## src/rtl/i2cs_pkg.sv

```systemverilog
package i2cs_pkg;

  localparam int unsigned COUNT_WIDTH = 16;

  localparam logic [COUNT_WIDTH-1:0] CountOne = COUNT_WIDTH'(1);

  localparam logic [7:0] StatusMask   = 8'hf8;
  localparam logic [7:0] StStart      = 8'h08;
  localparam logic [7:0] StRepStart   = 8'h10;
  localparam logic [7:0] StSlaWAck    = 8'h18;
  localparam logic [7:0] StSlaWNak    = 8'h20;
  localparam logic [7:0] StDataTxAck  = 8'h28;
  localparam logic [7:0] StDataTxNak  = 8'h30;
  localparam logic [7:0] StSlaRAck    = 8'h40;
  localparam logic [7:0] StSlaRNak    = 8'h48;
  localparam logic [7:0] StDataRxAck  = 8'h50;
  localparam logic [7:0] StDataRxNack = 8'h58;
  localparam logic [7:0] AddrWrMask   = 8'hfe;
  localparam logic [7:0] AddrRdFlag   = 8'h01;

  typedef enum logic {
    CMD_BEGIN = 1'b0,
    CMD_DONE  = 1'b1
  } command_e;

  typedef enum logic [2:0] {
    ACT_NONE    = 3'd0,
    ACT_START   = 3'd1,
    ACT_SEND    = 3'd2,
    ACT_RX_ACK  = 3'd3,
    ACT_RX_NACK = 3'd4,
    ACT_STOP    = 3'd5
  } action_e;

  typedef enum logic [1:0] {
    OUT_OK    = 2'd0,
    OUT_NAK   = 2'd1,
    OUT_UNEXP = 2'd2
  } outcome_e;

  typedef struct packed {
    logic        command;
    logic [7:0]  device_address;
    logic [15:0] write_count;
    logic [15:0] read_count;
    logic [7:0]  bus_status;
    logic [7:0]  bus_data;
    logic [7:0]  next_write_byte;
  } item_t;

  typedef struct packed {
    action_e    action;
    logic [7:0] transmit_byte;
    logic       received_valid;
    logic [7:0] received_byte;
    logic       finished;
    outcome_e   outcome;
    logic [7:0] failing_status;
  } result_t;

endpackage

```

## src/rtl/i2cs_if.sv

```systemverilog
interface i2cs_req_if;
  logic        valid;
  logic        ready;
  logic        command;
  logic [7:0]  device_address;
  logic [15:0] write_count;
  logic [15:0] read_count;
  logic [7:0]  bus_status;
  logic [7:0]  bus_data;
  logic [7:0]  next_write_byte;

  modport source (
    output valid, command, device_address, write_count, read_count,
           bus_status, bus_data, next_write_byte,
    input  ready
  );
  modport sink (
    input  valid, command, device_address, write_count, read_count,
           bus_status, bus_data, next_write_byte,
    output ready
  );
endinterface

interface i2cs_rsp_if;
  logic       valid;
  logic       ready;
  logic [2:0] action;
  logic [7:0] transmit_byte;
  logic       received_valid;
  logic [7:0] received_byte;
  logic       finished;
  logic [1:0] outcome;
  logic [7:0] failing_status;

  modport source (
    output valid, action, transmit_byte, received_valid, received_byte,
           finished, outcome, failing_status,
    input  ready
  );
  modport sink (
    input  valid, action, transmit_byte, received_valid, received_byte,
           finished, outcome, failing_status,
    output ready
  );
endinterface

```

## src/rtl/i2cs_engine.sv

```systemverilog
module i2cs_engine
  import i2cs_pkg::*;
(
  input  logic    clk_i,
  input  logic    rst_ni,
  input  logic    step_i,
  input  item_t   item_i,
  output result_t res_o
);

  typedef enum logic [2:0] {
    PH_IDLE    = 3'd0,
    PH_W_START = 3'd1,
    PH_W_ADDR  = 3'd2,
    PH_W_DATA  = 3'd3,
    PH_R_START = 3'd4,
    PH_R_ADDR  = 3'd5,
    PH_R_DATA  = 3'd6,
    PH_R_LAST  = 3'd7
  } phase_e;

  phase_e                 phase_q, phase_d;
  logic [7:0]             addr_q, addr_d;
  logic [COUNT_WIDTH-1:0] wl_q, wl_d;
  logic [COUNT_WIDTH-1:0] rl_q, rl_d;
  logic                   wrote_q, wrote_d;
  result_t                res_q, res_d;

  logic [7:0]             st;
  logic [COUNT_WIDTH-1:0] wc, rc;
  logic [7:0]             ack_code, nak_code, rs_code;

  assign st       = item_i.bus_status & StatusMask;
  assign wc       = item_i.write_count[COUNT_WIDTH-1:0];
  assign rc       = item_i.read_count[COUNT_WIDTH-1:0];
  assign ack_code = (phase_q == PH_W_ADDR) ? StSlaWAck : StDataTxAck;
  assign nak_code = (phase_q == PH_W_ADDR) ? StSlaWNak : StDataTxNak;
  assign rs_code  = wrote_q ? StRepStart : StStart;

  always_comb begin
    phase_d = phase_q;
    addr_d  = addr_q;
    wl_d    = wl_q;
    rl_d    = rl_q;
    wrote_d = wrote_q;
    res_d   = '0;

    if (item_i.command == CMD_BEGIN) begin
      addr_d  = item_i.device_address;
      wl_d    = wc;
      rl_d    = rc;
      wrote_d = (wc != '0);
      if (wc != '0) begin
        res_d.action = ACT_START;
        phase_d      = PH_W_START;
      end else if (rc != '0) begin
        res_d.action = ACT_START;
        phase_d      = PH_R_START;
      end else begin
        res_d.finished = 1'b1;
        phase_d        = PH_IDLE;
      end
    end else begin
      unique case (phase_q)
        PH_IDLE: ;
        PH_W_START, PH_R_START: begin
          if (st != ((phase_q == PH_W_START) ? StStart : rs_code)) begin
            res_d.finished       = 1'b1;
            res_d.outcome        = OUT_UNEXP;
            res_d.failing_status = st;
            phase_d              = PH_IDLE;
          end else if (phase_q == PH_W_START) begin
            res_d.action        = ACT_SEND;
            res_d.transmit_byte = addr_q & AddrWrMask;
            phase_d             = PH_W_ADDR;
          end else begin
            res_d.action        = ACT_SEND;
            res_d.transmit_byte = addr_q | AddrRdFlag;
            phase_d             = PH_R_ADDR;
          end
        end
        PH_W_ADDR, PH_W_DATA: begin
          if (st == ack_code) begin
            if (wl_q != '0) begin
              res_d.action        = ACT_SEND;
              res_d.transmit_byte = item_i.next_write_byte;
              wl_d                = wl_q - CountOne;
              phase_d             = PH_W_DATA;
            end else if (rl_q != '0) begin
              res_d.action = ACT_START;
              phase_d      = PH_R_START;
            end else begin
              res_d.action   = ACT_STOP;
              res_d.finished = 1'b1;
              phase_d        = PH_IDLE;
            end
          end else begin
            res_d.finished       = 1'b1;
            res_d.failing_status = st;
            phase_d              = PH_IDLE;
            if (st == nak_code) begin
              res_d.action  = ACT_STOP;
              res_d.outcome = OUT_NAK;
            end else begin
              res_d.outcome = OUT_UNEXP;
            end
          end
        end
        PH_R_ADDR, PH_R_DATA: begin
          if ((phase_q == PH_R_ADDR && st == StSlaRAck) ||
              (phase_q == PH_R_DATA && st == StDataRxAck)) begin
            if (phase_q == PH_R_DATA) begin
              res_d.received_valid = 1'b1;
              res_d.received_byte  = item_i.bus_data;
            end
            if ((rl_q >> 1) != '0) begin
              res_d.action = ACT_RX_ACK;
              phase_d      = PH_R_DATA;
            end else begin
              res_d.action = ACT_RX_NACK;
              phase_d      = PH_R_LAST;
            end
            if (rl_q != '0) begin
              rl_d = rl_q - CountOne;
            end
          end else begin
            res_d.finished       = 1'b1;
            res_d.failing_status = st;
            phase_d              = PH_IDLE;
            if (phase_q == PH_R_ADDR && st == StSlaRNak) begin
              res_d.action  = ACT_STOP;
              res_d.outcome = OUT_NAK;
            end else begin
              res_d.outcome = OUT_UNEXP;
            end
          end
        end
        PH_R_LAST: begin
          res_d.finished = 1'b1;
          phase_d        = PH_IDLE;
          if (st == StDataRxNack) begin
            res_d.received_valid = 1'b1;
            res_d.received_byte  = item_i.bus_data;
            res_d.action         = ACT_STOP;
          end else begin
            res_d.outcome        = OUT_UNEXP;
            res_d.failing_status = st;
          end
        end
        default: ;
      endcase
    end
  end

  always_ff @(posedge clk_i or negedge rst_ni) begin
    if (!rst_ni) begin
      phase_q <= PH_IDLE;
      addr_q  <= '0;
      wl_q    <= '0;
      rl_q    <= '0;
      wrote_q <= 1'b0;
      res_q   <= '0;
    end else if (step_i) begin
      phase_q <= phase_d;
      addr_q  <= addr_d;
      wl_q    <= wl_d;
      rl_q    <= rl_d;
      wrote_q <= wrote_d;
      res_q   <= res_d;
    end
  end

  assign res_o = res_q;

endmodule

```

## src/rtl/i2c_master_write_read_sequencer_top.sv

```systemverilog
// Write-then-read I2C transaction sequencer for a byte-level bus engine. Send
// a begin word (command 0) with address and counts, then one completion word
// (command 1) per finished engine action; each word returns exactly one word
// naming the next bus action, any received byte and, on the last word of a
// transaction, the outcome. One word is taken per clock unless rsp_o stalls. A
// request is held in the input register from the edge that takes it; the
// result register behind the next-action logic loads from it once the output
// register is free, so a stall on rsp_o holds the result back.
module i2c_master_write_read_sequencer_top
  import i2cs_pkg::*;
(
  input  logic           clk_i,
  input  logic           rst_ni,
  i2cs_req_if.sink       req_i,
  i2cs_rsp_if.source     rsp_o
);

  logic    in_v_q;
  item_t   in_item_q;
  item_t   item_d;
  logic    out_v_q;
  logic    out_free;
  logic    step;
  result_t res;

  assign item_d = '{
    command:         req_i.command,
    device_address:  req_i.device_address,
    write_count:     req_i.write_count,
    read_count:      req_i.read_count,
    bus_status:      req_i.bus_status,
    bus_data:        req_i.bus_data,
    next_write_byte: req_i.next_write_byte
  };

  assign out_free    = !out_v_q || rsp_o.ready;
  assign step        = in_v_q && out_free;
  assign req_i.ready = !in_v_q || out_free;

  always_ff @(posedge clk_i or negedge rst_ni) begin
    if (!rst_ni) begin
      in_v_q  <= 1'b0;
      out_v_q <= 1'b0;
    end else begin
      if (req_i.ready) begin
        in_v_q <= req_i.valid;
      end
      if (out_free) begin
        out_v_q <= in_v_q;
      end
    end
  end

  always_ff @(posedge clk_i) begin
    if (req_i.ready && req_i.valid) begin
      in_item_q <= item_d;
    end
  end

  i2cs_engine u_engine (
    .clk_i  (clk_i),
    .rst_ni (rst_ni),
    .step_i (step),
    .item_i (in_item_q),
    .res_o  (res)
  );

  assign rsp_o.valid          = out_v_q;
  assign rsp_o.action         = res.action;
  assign rsp_o.transmit_byte  = res.transmit_byte;
  assign rsp_o.received_valid = res.received_valid;
  assign rsp_o.received_byte  = res.received_byte;
  assign rsp_o.finished       = res.finished;
  assign rsp_o.outcome        = res.outcome;
  assign rsp_o.failing_status = res.failing_status;

  a_rx_with_read_action : assert property (@(posedge clk_i) disable iff (!rst_ni)
    rsp_o.valid && res.received_valid |->
      res.action == ACT_RX_ACK || res.action == ACT_RX_NACK || res.action == ACT_STOP)
    else $error("received byte without a read or stop action");

  a_unexp_no_action : assert property (@(posedge clk_i) disable iff (!rst_ni)
    rsp_o.valid && res.finished && res.outcome == OUT_UNEXP |-> res.action == ACT_NONE)
    else $error("unexpected status must end without a bus action");

  a_open_clean : assert property (@(posedge clk_i) disable iff (!rst_ni)
    rsp_o.valid && !res.finished |-> res.outcome == OUT_OK && res.failing_status == '0)
    else $error("outcome reported on an unfinished word");

  a_send_not_last : assert property (@(posedge clk_i) disable iff (!rst_ni)
    rsp_o.valid && res.action == ACT_SEND |-> !res.finished)
    else $error("send action on a finishing word");

endmodule

```

## src/flat_wrapper.sv

```systemverilog
// flat-port wrapper written by rule: the top's interface ports become plain ports
module i2c_master_write_read_sequencer_top_flat import i2cs_pkg::*;
  (clk_i, rst_ni, req_i_valid, req_i_command, req_i_device_address, req_i_write_count, req_i_read_count, req_i_bus_status, req_i_bus_data, req_i_next_write_byte, req_i_ready, rsp_o_valid, rsp_o_action, rsp_o_transmit_byte, rsp_o_received_valid, rsp_o_received_byte, rsp_o_finished, rsp_o_outcome, rsp_o_failing_status, rsp_o_ready);
  i2cs_req_if req_i_i ();
  i2cs_rsp_if rsp_o_i ();
  input  logic clk_i;
  input  logic rst_ni;
  input wire logic [$bits(req_i_i.valid)-1:0] req_i_valid;
  input wire logic [$bits(req_i_i.command)-1:0] req_i_command;
  input wire logic [$bits(req_i_i.device_address)-1:0] req_i_device_address;
  input wire logic [$bits(req_i_i.write_count)-1:0] req_i_write_count;
  input wire logic [$bits(req_i_i.read_count)-1:0] req_i_read_count;
  input wire logic [$bits(req_i_i.bus_status)-1:0] req_i_bus_status;
  input wire logic [$bits(req_i_i.bus_data)-1:0] req_i_bus_data;
  input wire logic [$bits(req_i_i.next_write_byte)-1:0] req_i_next_write_byte;
  output wire logic [$bits(req_i_i.ready)-1:0] req_i_ready;
  output wire logic [$bits(rsp_o_i.valid)-1:0] rsp_o_valid;
  output wire logic [$bits(rsp_o_i.action)-1:0] rsp_o_action;
  output wire logic [$bits(rsp_o_i.transmit_byte)-1:0] rsp_o_transmit_byte;
  output wire logic [$bits(rsp_o_i.received_valid)-1:0] rsp_o_received_valid;
  output wire logic [$bits(rsp_o_i.received_byte)-1:0] rsp_o_received_byte;
  output wire logic [$bits(rsp_o_i.finished)-1:0] rsp_o_finished;
  output wire logic [$bits(rsp_o_i.outcome)-1:0] rsp_o_outcome;
  output wire logic [$bits(rsp_o_i.failing_status)-1:0] rsp_o_failing_status;
  input wire logic [$bits(rsp_o_i.ready)-1:0] rsp_o_ready;
  assign req_i_i.valid = req_i_valid;
  assign req_i_i.command = req_i_command;
  assign req_i_i.device_address = req_i_device_address;
  assign req_i_i.write_count = req_i_write_count;
  assign req_i_i.read_count = req_i_read_count;
  assign req_i_i.bus_status = req_i_bus_status;
  assign req_i_i.bus_data = req_i_bus_data;
  assign req_i_i.next_write_byte = req_i_next_write_byte;
  assign req_i_ready = req_i_i.ready;
  assign rsp_o_valid = rsp_o_i.valid;
  assign rsp_o_action = rsp_o_i.action;
  assign rsp_o_transmit_byte = rsp_o_i.transmit_byte;
  assign rsp_o_received_valid = rsp_o_i.received_valid;
  assign rsp_o_received_byte = rsp_o_i.received_byte;
  assign rsp_o_finished = rsp_o_i.finished;
  assign rsp_o_outcome = rsp_o_i.outcome;
  assign rsp_o_failing_status = rsp_o_i.failing_status;
  assign rsp_o_i.ready = rsp_o_ready;
  i2c_master_write_read_sequencer_top u_core (.clk_i(clk_i), .rst_ni(rst_ni), .req_i(req_i_i), .rsp_o(rsp_o_i));
endmodule
```

## config.mk

```make
export PLATFORM = sky130hd
export DESIGN_NAME = i2c_master_write_read_sequencer_top_flat
export DESIGN_NICKNAME = d
export VERILOG_FILES = /design/src/rtl/i2cs_pkg.sv /design/src/rtl/i2cs_if.sv /design/src/rtl/i2cs_engine.sv /design/src/rtl/i2c_master_write_read_sequencer_top.sv /design/src/flat_wrapper.sv
export SDC_FILE = /design/constraint.sdc
export NUM_CORES = 1
export LEC_CHECK = 0
export BUFFER_PORTS_ARGS = -buffer_cell sky130_fd_sc_hd__buf_4
export CORE_MARGIN = 2
export CORE_UTILIZATION = 46
export CTS_CLUSTER_DIAMETER = 150
export CTS_CLUSTER_SIZE = 24
export DETAILED_ROUTE_END_ITERATION = 16
export PLACE_DENSITY = 0.67
export RECOVER_POWER = 100
export SLEW_MARGIN = 0
export SYNTH_ARGS = -nofsm -noshare
export SYNTH_HDL_FRONTEND = slang
export SYNTH_SLANG_ARGS = --single-unit
```

## constraint.sdc

```tcl
create_clock -name clk_i -period 6.75 [get_ports clk_i]
set_clock_uncertainty 0.05 [all_clocks]
set_input_delay 0.675 -clock clk_i [delete_from_list [all_inputs] [get_ports clk_i]]
set_output_delay 0.675 -clock clk_i [all_outputs]
set_load 0.01 [all_outputs]
```

==> run_results.csv, run 1 <==
group,metric,value,unit
synthesis,syn-mean-instance-area,10.6,um^2
sta,grt_setup_unrepaired,"no",
sta,fin_setup_tns,0,ns
setup_path,rrSetupSlack,2.41,ns
setup_path,crit_path_end_kind,"flip-flop",
drt,first_iter_violations,498,
synthesis,post_synth_main_area_contributors,"sky130_fd_sc_hd__edfxtp_1 29%, sky130_fd_sc_hd__dfrtp_1 29%, sky130_fd_sc_hd__nand2_1 4.8%",
floorplanning,core_area,13300,um^2
final_layout,area_of_the_multi_input_gates,2500,um^2
floorplanning,fp.dieW,122,um
final_layout,filler_cell_count,1185,
clock_tree,htree_num_levels,4,
synthesis,synth.distinct_cells,67,
pwr,ir_drop,185,uV
synthesis,synth-async-reset-ratio,54.5,%
pwr,powerDensity,289,nW/um^2
placement,dpl-instance-area,7150,um^2
clock_tree,clock-sinks,134,
clock_tree,tritoncts,"yes",
worst_hold_path,min_delay_path_depth,2,
synthesis,netlist.top_cell.by_area,"sky130_fd_sc_hd__edfxtp_1",
final_layout,layout-drive-gt1-share,15.8,%
sta,worst_slew_pin_tran,4.06,ns
setup_path,crit_required,7.04,ns
sta,hold_viol_final,0,
setup_path,cpMaxStageDelayCell,"sky130_fd_sc_hd__nand2_1",
setup_path,critical_path.cell_chain,"clkbuf_1 -> clkinv_1 -> nand2_1 -> o311ai_0 -> o211ai_1",
sta,maxSlewHeadroom,-171,%
grt,grt_start_max_net_pins,74,
setup_path,critical_path_arrival,4.62,ns
floorplanning,fp-row-count,42,
placement,port-buffer-count,94,
setup_path,worstSetupPathType,"flip-flop to flip-flop",
clock_tree,cts_root_buf,"sky130_fd_sc_hd__clkbuf_16",
floorplanning,pin_count,102,
clock_tree,clk_pin_slew_worst_paths,0.05,ns
clock_tree,post_cts_buffers,0,
synthesis,yosys_register_bits,134,
run,timing.max_cap.violations,4,
sta,period_needed,4.34,ns
floorplanning,design.die.area,14800,um^2
worst_hold_path,hold_path_startpoint,"u_core.in_item_q[62]",
setup_path,cp-start-kind,"flip-flop",
placement,routabilityCongestion,0.864,
clock_tree,clkLatencyLatePin,0.43,ns
drt,drt-wirelength-per-cell,17.5,um
outcome,outcome,"finished, violations left",
floorplanning,floorplan.initialDensity,47.6,%
sta,setup_viol,0,
grt,global_route_wire_length_before_repair,25.0,mm
drt,routed_via_density,5.93,
grt,grt_use_total,21.7,%
placement,place_hpwl,9.94,mm
clock_tree,tritoncts.num_buffers,17,
outcome,failing_checks,"max-capacitance violations, max-slew violations",
clock_tree,cts_hold_buffers,0,
clock_tree,max-clock-path-buffers,2,
drt,drt-total-wl,15.2,mm
clock_tree,ctsResizeCount,0,
sta,final-max-slew-violation-count,213,
pwr,p_leak,2.96,nW
worst_hold_path,hold-path-endpoint,"u_core.u_engine.addr_q[6]",
synthesis,netlist.area_leader.share,28.8,%
grt,number_of_antenna_violations_at_the_first_check_in_global_routing,0,
drt,num_vias,5127,
floorplanning,die_height,122,um
setup_path,ff2ff_path_depth,5,
final_layout,synthToLayoutAreaGrowth,19.4,%
synthesis,postSynthCellCount,598,
final_layout,post_route_cell_area,7580,um^2
drt,antenna_nets_post_route,0,
grt,globalRouteOverflowTotal,0,
drt,drtPass1Iterations,7,
synthesis,synth.cell_area,6350,um^2
final_layout,final_net_count,748,
setup_path,crit_path_max_incr_delay,1.19,ns
drt,drc,0,
synthesis,yosysWarningCount,0,
synthesis,share_of_synthesized_area_occupied_by_flip_flops_and_latches,57.6,%
synthesis,synth_enable_flop_cells,61,
worst_hold_path,worstHoldPathType,"flip-flop to flip-flop",
sta,layout_worst_path_cycle_share,64.2,%
setup_path,cp_max_fo,32,
final_layout,sequential_cell_area,3660,um^2
grt,via_count_of_the_first_global_routing_pass,4879,
synthesis,post_synth_top_flop,"sky130_fd_sc_hd__dfrtp_1",
sta,fmax,0.231,GHz
setup_path,reg_to_reg_end,"u_core.u_engine.wl_q[5]",
final_layout,diodes,0,
setup_path,worstReg2RegStart,"u_core.in_item_q[64]",
-- power breakdown --
| group | switching, mW | leakage (nW) | internal (mW) |
|---|---|---|---|
| Clock | 0.343 | 0.267 | 0.525 |
| Sequential | 0.0937 | 1.52 | 0.945 |
| Combinational | 0.165 | 1.17 | 0.123 |
-- kinds of logic (layout without fill, tap and decap cells) --
group | after synthesis | after routing | synth area share [%]
AND/OR/NAND/NOR | 251 | 251 | 20.9
flip-flops | 134 | 134 | 57.6
buffers and inverters | 49 | 138 | 3.17
other | 1 | 3 | 0.0590
multiplexers | 9 | 9 | 1.44
XOR/XNOR | 5 | 5 | 0.689
adder cells (fa/ha/maj) | 3 | 3 | 0.591
AO/OA/AOI/OAI | 146 | 146 | 15.5
-- per-stage QoR --
stage / hold WS (ns) / std cells / utilization (%) / total power [mW] / worst slack (ns)
2_1_floorplan: 0.329 / 600 / - / 1.23 / 3.94
3_3_place_gp: 0.376 / 833 / 53.6 / 1.33 / 3.56
3_5_place_dp: 0.380 / 833 / 53.6 / 1.34 / 3.45
4_1_cts: 0.356 / 865 / 57.8 / 2.21 / 3.40
5_1_grt: 0.374 / 865 / 56.8 / 2.29 / 1.94
6_report: 0.388 / 865 / 56.8 / 2.19 / 2.41
-- how the worst max path moves through the flow --
stage                               start                   endpoint  slack [ns]  depth (start not counted)
2_1_floorplan                 rsp_o_ready        u_core.in_item_q[0]        3.94                          2
3_3_place_gp   u_core.u_engine.phase_q[1]    u_core.u_engine.wl_q[2]        3.56                          6
3_5_place_dp   u_core.u_engine.phase_q[1]    u_core.u_engine.wl_q[2]        3.45                          6
4_1_cts        u_core.u_engine.phase_q[1]    u_core.u_engine.wl_q[2]        3.40                          6
5_1_grt                            rst_ni  u_core.u_engine.res_o[26]        1.94                          1
6_report             u_core.in_item_q[64]    u_core.u_engine.wl_q[5]        2.41                          5
-- worst max-delay path: cells and delay by family (launching register included) --
kind,cells,cell delay (ns)
flip-flops,1,0.32
AO/OA/AOI/OAI,2,0.48
buffers and inverters,2,2.19
AND/OR/NAND/NOR,1,1.19
-- registers in the layout, summed over array words and instances, names as in the netlist --
name,cells
u_core.u_engine.wl_q,16
u_core.u_engine.phase_q,3
u_core.rsp_o.valid,1
u_core.u_engine.res_o,28
u_core.u_engine.rl_q,16
u_core.u_engine.wrote_q,1
u_core.in_item_q,61
u_core.u_engine.addr_q,7
u_core.in_v_q,1
-- metal layers --
layer	wire [um]	vias to the layer above	track usage [%]	part of all wire (%)
li1	-	2427	-	-
met1	7010	2476	30.8	46
met2	7070	206	32.9	47
met3	891	18	5.50	5.9
met4	208	0	6.68	1.4
met5	0	-	0	0
-- cell usage in the layout (no fill, tap or decap), types with 3 or more instances in the layout --
master and instances:
sky130_fd_sc_hd__nand2_1 80, sky130_fd_sc_hd__dfrtp_1 73, sky130_fd_sc_hd__clkbuf_4 61, sky130_fd_sc_hd__edfxtp_1 61, sky130_fd_sc_hd__clkbuf_1 36, sky130_fd_sc_hd__nor2_1 33, sky130_fd_sc_hd__a21oi_1 29, sky130_fd_sc_hd__o21ai_0 26
sky130_fd_sc_hd__o22ai_1 21, sky130_fd_sc_hd__nor3_1 20, sky130_fd_sc_hd__nor4_1 17, sky130_fd_sc_hd__clkbuf_16 17, sky130_fd_sc_hd__nand3_1 16, sky130_fd_sc_hd__nand4_1 14, sky130_fd_sc_hd__a22o_1 14, sky130_fd_sc_hd__nand2b_1 13
sky130_fd_sc_hd__a22oi_1 10, sky130_fd_sc_hd__or3_1 9, sky130_fd_sc_hd__and3_1 9, sky130_fd_sc_hd__mux2i_1 8, sky130_fd_sc_hd__o211ai_1 8, sky130_fd_sc_hd__inv_1 7, sky130_fd_sc_hd__or2_2 5, sky130_fd_sc_hd__a31oi_1 5
sky130_fd_sc_hd__nand3b_1 4, sky130_fd_sc_hd__xnor2_1 4, sky130_fd_sc_hd__nor4bb_1 3, sky130_fd_sc_hd__nor3b_1 3, sky130_fd_sc_hd__nand4b_1 3, sky130_fd_sc_hd__and4_1 3, sky130_fd_sc_hd__a32o_1 3, sky130_fd_sc_hd__and2_1 3
sky130_fd_sc_hd__o311ai_0 3, sky130_fd_sc_hd__or4_1 3, sky130_fd_sc_hd__a221o_1 3, sky130_fd_sc_hd__ha_1 3, sky130_fd_sc_hd__conb_1 3, sky130_fd_sc_hd__clkinvlp_4 3, sky130_fd_sc_hd__buf_4 3
-- synth_stat cells, drive strengths merged, types with 5 or more instances --
library cell and instances:
nand2 81, dfrtp 73, edfxtp 61, nor2 33, clkbuf 30, a21oi 29
o21ai 27, o22ai 21, nor3 20, nor4 18, nand3 16, a22o 14
nand4 14, nand2b 13, buf 11, a22oi 10, or3 10, and3 9
mux2i 8, o211ai 8, inv 7, a31oi 5, and2 5, or2 5
-- cell type report --
cell class                      instances  share of cell area (%)
Clock buffer                           21                    6.07
Clock inverter                         11                    1.34
Inverter                                8                   0.396
Multi-Input combinational cell        417                    33.0
Sequential cell                       134                    48.3
Tap cell                              176                    2.90
Timing Repair Buffer                   98                    8.02
No activity file was read; power rests on OpenSTA's default activity.
==> run 2: changes to the inputs <==
--- a/config.mk
+++ b/config.mk
@@ -5,6 +5,7 @@
 export SDC_FILE = /design/constraint.sdc
 export NUM_CORES = 1
 export LEC_CHECK = 0
+export ABC_AREA = 1
 export BUFFER_PORTS_ARGS = -buffer_cell sky130_fd_sc_hd__buf_4
 export CORE_MARGIN = 2
 export CORE_UTILIZATION = 46
==> constraint.sdc (replaced) <==
create_clock -name clk_i -period 4.5 [get_ports clk_i]
set_clock_uncertainty 0.05 [all_clocks]
set_input_delay 0.45 -clock clk_i [delete_from_list [all_inputs] [get_ports clk_i]]
set_output_delay 0.45 -clock clk_i [all_outputs]
set_load 0.01 [all_outputs]
==> run 2 against run 1 <==
  * Critical path depth grew 3
  * Wire length is 0.44% higher
  * Non-clock buffer count shrank 1
  * Combinational power increased to 3.0 times the previous value
  * Synthesized area rose by 2.2%
  * The run still ends with max-capacitance violations, max-slew violations left
  * Synthesized cell count rose by 25%
  * Global-route usage up 0.086 points
  * First-iteration DRC count fell by 13%
  * Maximum frequency increased by 32%
  * Register-to-register slack got worse by 1.2 ns
  * Flip-flop and latch count stayed put
  * Clock power grew 64%
==> run_results.csv, run 2 <==
group,metric,value,unit
synthesis,yosysWarningCount,0,
clock_tree,clock-sinks,134,
floorplanning,core_area,13800,um^2
drt,drt-total-wl,15.2,mm
synthesis,post_synth_top_flop,"sky130_fd_sc_hd__dfrtp_1",
drt,drc,0,
synthesis,post_synth_most_frequent_cells,"241 x sky130_fd_sc_hd__nand2_1, 76 x sky130_fd_sc_hd__inv_1, 73 x sky130_fd_sc_hd__dfrtp_1, 61 x sky130_fd_sc_hd__edfxtp_1, 61 x sky130_fd_sc_hd__nor2_1",
floorplanning,design.die.area,15100,um^2
setup_path,crit_path_end_kind,"flip-flop",
floorplanning,fp.dieW,123,um
synthesis,share_of_synthesized_area_occupied_by_flip_flops_and_latches,56.3,%
outcome,outcome,"finished, violations left",
floorplanning,fp-row-count,43,
floorplanning,die_height,123,um
setup_path,crit_path_max_incr_delay,1.05,ns
synthesis,netlist.area_leader.share,28.2,%
clock_tree,tritoncts.num_buffers,17,
clock_tree,htree_num_levels,4,
grt,global_route_wire_length_before_repair,25.2,mm
sta,grt_setup_unrepaired,"no",
placement,dpl-instance-area,7290,um^2
sta,period_needed,3.27,ns
grt,grt_use_total,21.8,%
sta,maxSlewHeadroom,-29.4,%
worst_hold_path,min_delay_path_depth,1,
placement,port-buffer-count,94,
synthesis,syn-mean-instance-area,8.69,um^2
setup_path,worst_path_most_repeated_cell,"sky130_fd_sc_hd__nand2_1",
drt,route.top_layer_used,"met4",
sta,hold_viol_final,0,
outcome,failing_checks,"max-capacitance violations, max-slew violations",
placement,place_hpwl,10.6,mm
placement,routabilityCongestion,0.891,
sta,layout_worst_path_cycle_share,72.8,%
clock_tree,post_cts_buffers,0,
clock_tree,tritoncts,"yes",
synthesis,synth_most_common_cell,"sky130_fd_sc_hd__nand2_1",
grt,globalRouteOverflowTotal,0,
final_layout,mostFrequentLayoutCell,"sky130_fd_sc_hd__nand2_1",
worst_hold_path,hold_path_startpoint,"req_i_device_address[3]",
final_layout,synthToLayoutAreaGrowth,19.3,%
worst_hold_path,worstHoldPathType,"input pin to flip-flop",
drt,route.met3.wl,775,um
run,timing.max_cap.violations,2,
setup_path,ff2ff_path_depth,8,
setup_path,worstReg2RegStart,"u_core.rsp_o.valid",
synthesis,yosys_register_bits,134,
pwr,power,3.96,mW
final_layout,largest_reg_flops,61,
synthesis,post_synth_main_area_contributors,"sky130_fd_sc_hd__edfxtp_1 28%, sky130_fd_sc_hd__dfrtp_1 28%, sky130_fd_sc_hd__nand2_1 14%",
clock_tree,cts_hold_buffers,0,
synthesis,synth-async-reset-ratio,54.5,%
sta,final-max-slew-violation-count,114,
sta,fin_setup_tns,0,ns
sta,worst_slew_pin_tran,1.94,ns
grt,via_count_of_the_first_global_routing_pass,5242,
final_layout,final_net_count,913,
final_layout,diodes,0,
final_layout,filler_cell_count,1245,
setup_path,cp-start-kind,"flip-flop",
synthesis,postSynthCellCount,747,
setup_path,critical_path_arrival,3.52,ns
clock_tree,max-clock-path-buffers,2,
sta,hold_ws,0.167,ns
clock_tree,clk_pin_slew_worst_paths,0.06,ns
final_layout,layout-drive-gt1-share,14.1,%
pwr,ir_drop,434,uV
synthesis,synth.cell_area,6490,um^2
setup_path,worstSetupPathType,"flip-flop to flip-flop",
floorplanning,floorplan.initialDensity,47.0,%
clock_tree,cts_root_buf,"sky130_fd_sc_hd__clkbuf_16",
pwr,p_leak,3.61,nW
final_layout,post_route_cell_area,7750,um^2
drt,routed_via_density,5.17,
synthesis,synth_enable_flop_cells,61,
drt,drt-wirelength-per-cell,14.7,um
clock_tree,clkLatencyLatePin,0.42,ns
final_layout,max_flop_register,"u_core.in_item_q",
setup_path,crit_required,4.75,ns
grt,grt_start_max_net_pins,74,
setup_path,reg_to_reg_end,"u_core.u_engine.rl_q[10]",
drt,met1_layer_wirelength_in_the_final_routing,6.90,mm
setup_path,cpMaxStageDelayCell,"sky130_fd_sc_hd__clkbuf_1",
setup_path,rrSetupSlack,1.23,ns
grt,number_of_antenna_violations_at_the_first_check_in_global_routing,0,
final_layout,most-common-layout-cells,"243 x sky130_fd_sc_hd__nand2_1, 76 x sky130_fd_sc_hd__inv_1, 73 x sky130_fd_sc_hd__dfrtp_1",
clock_tree,ctsResizeCount,0,
setup_path,critical_path.cell_chain,"nand2_1 -> nand2_1 -> clkbuf_1 -> inv_1 -> nand3_2 -> nand2_1 -> inv_2 -> o21ai_0",
synthesis,synth.distinct_cells,39,
drt,first_iter_violations,435,
sta,setup_viol,0,
drt,detailroute.wirelength.met2,7.31,mm
drt,num_vias,5350,
floorplanning,pin_count,102,
pwr,powerDensity,511,nW/um^2
drt,antenna_nets_post_route,0,
drt,drtPass1Iterations,5,
sta,fmax,0.305,GHz
synthesis,netlist.top_cell.by_area,"sky130_fd_sc_hd__edfxtp_1",
setup_path,cp_max_fo,31,
worst_hold_path,hold-path-endpoint,"u_core.in_item_q[59]",
## run 2: layout make-up
type,count,area [um^2],area share (%)
Clock buffer,18,439,5.67
Clock inverter,14,161,2.08
Inverter,82,308,3.97
Multi-Input combinational cell,509,2350,30.3
Sequential cell,134,3660,47.2
Tap cell,180,225,2.91
Timing Repair Buffer,97,606,7.82
## run 2: metal layers
metal	vias to the layer above	global-route usage (%)
met2	152	35.3
met1	2543	28.7
met4	0	8.41
met3	22	4.55
li1	2633	-
met5	-	0
## run 2: kinds of logic after synthesis
logic type | Yosys count | synth area share (%)
xor+xnor | 2 | 0.270
mux | 2 | 0.308
buf+inv | 106 | 7.21
compound gates | 108 | 9.08
flops | 134 | 56.3
simple gates | 391 | 26.2
other cells | 1 | 0.0577
fa+ha+maj | 3 | 0.578
## run 2: worst max-delay path: cells and delay by family (launching register included)
family                 cells  cell delay, ns
AND/OR/NAND/NOR            4            0.82
AO/OA/AOI/OAI              1            0.13
flip-flops                 1            0.38
buffers and inverters      3            1.76
## run 2: through the flow
stage	setup slack [ns]	instances	utilization [%]
after global placement	1.87	1002	52.8
after CTS	1.76	1034	57.1
after detailed placement	1.75	1002	52.8
final	1.23	1034	56.0
after global routing	0.799	1034	56.0
after floorplan	2.12	749	-
## run 2: power breakdown
part	switching (mW)	leakage [nW]	total (mW)	internal [mW]
Sequential	0.180	1.54	1.68	1.50
Combinational	0.575	1.78	0.865	0.290
Clock	0.572	0.291	1.42	0.845
## run 2: how the worst max path moves through the flow
stage | startpoint | to | slack, ns | cells after the start
2_1_floorplan | rsp_o_ready | u_core.in_item_q[0] | 2.12 | 4
3_3_place_gp | u_core.in_item_q[64] | u_core.u_engine.phase_q[0] | 1.87 | 5
3_5_place_dp | u_core.in_item_q[64] | u_core.u_engine.phase_q[0] | 1.75 | 5
4_1_cts | u_core.in_item_q[64] | u_core.u_engine.phase_q[0] | 1.76 | 5
5_1_grt | u_core.rsp_o.valid | u_core.u_engine.rl_q[5] | 0.80 | 9
6_report | u_core.rsp_o.valid | u_core.u_engine.rl_q[10] | 1.23 | 8
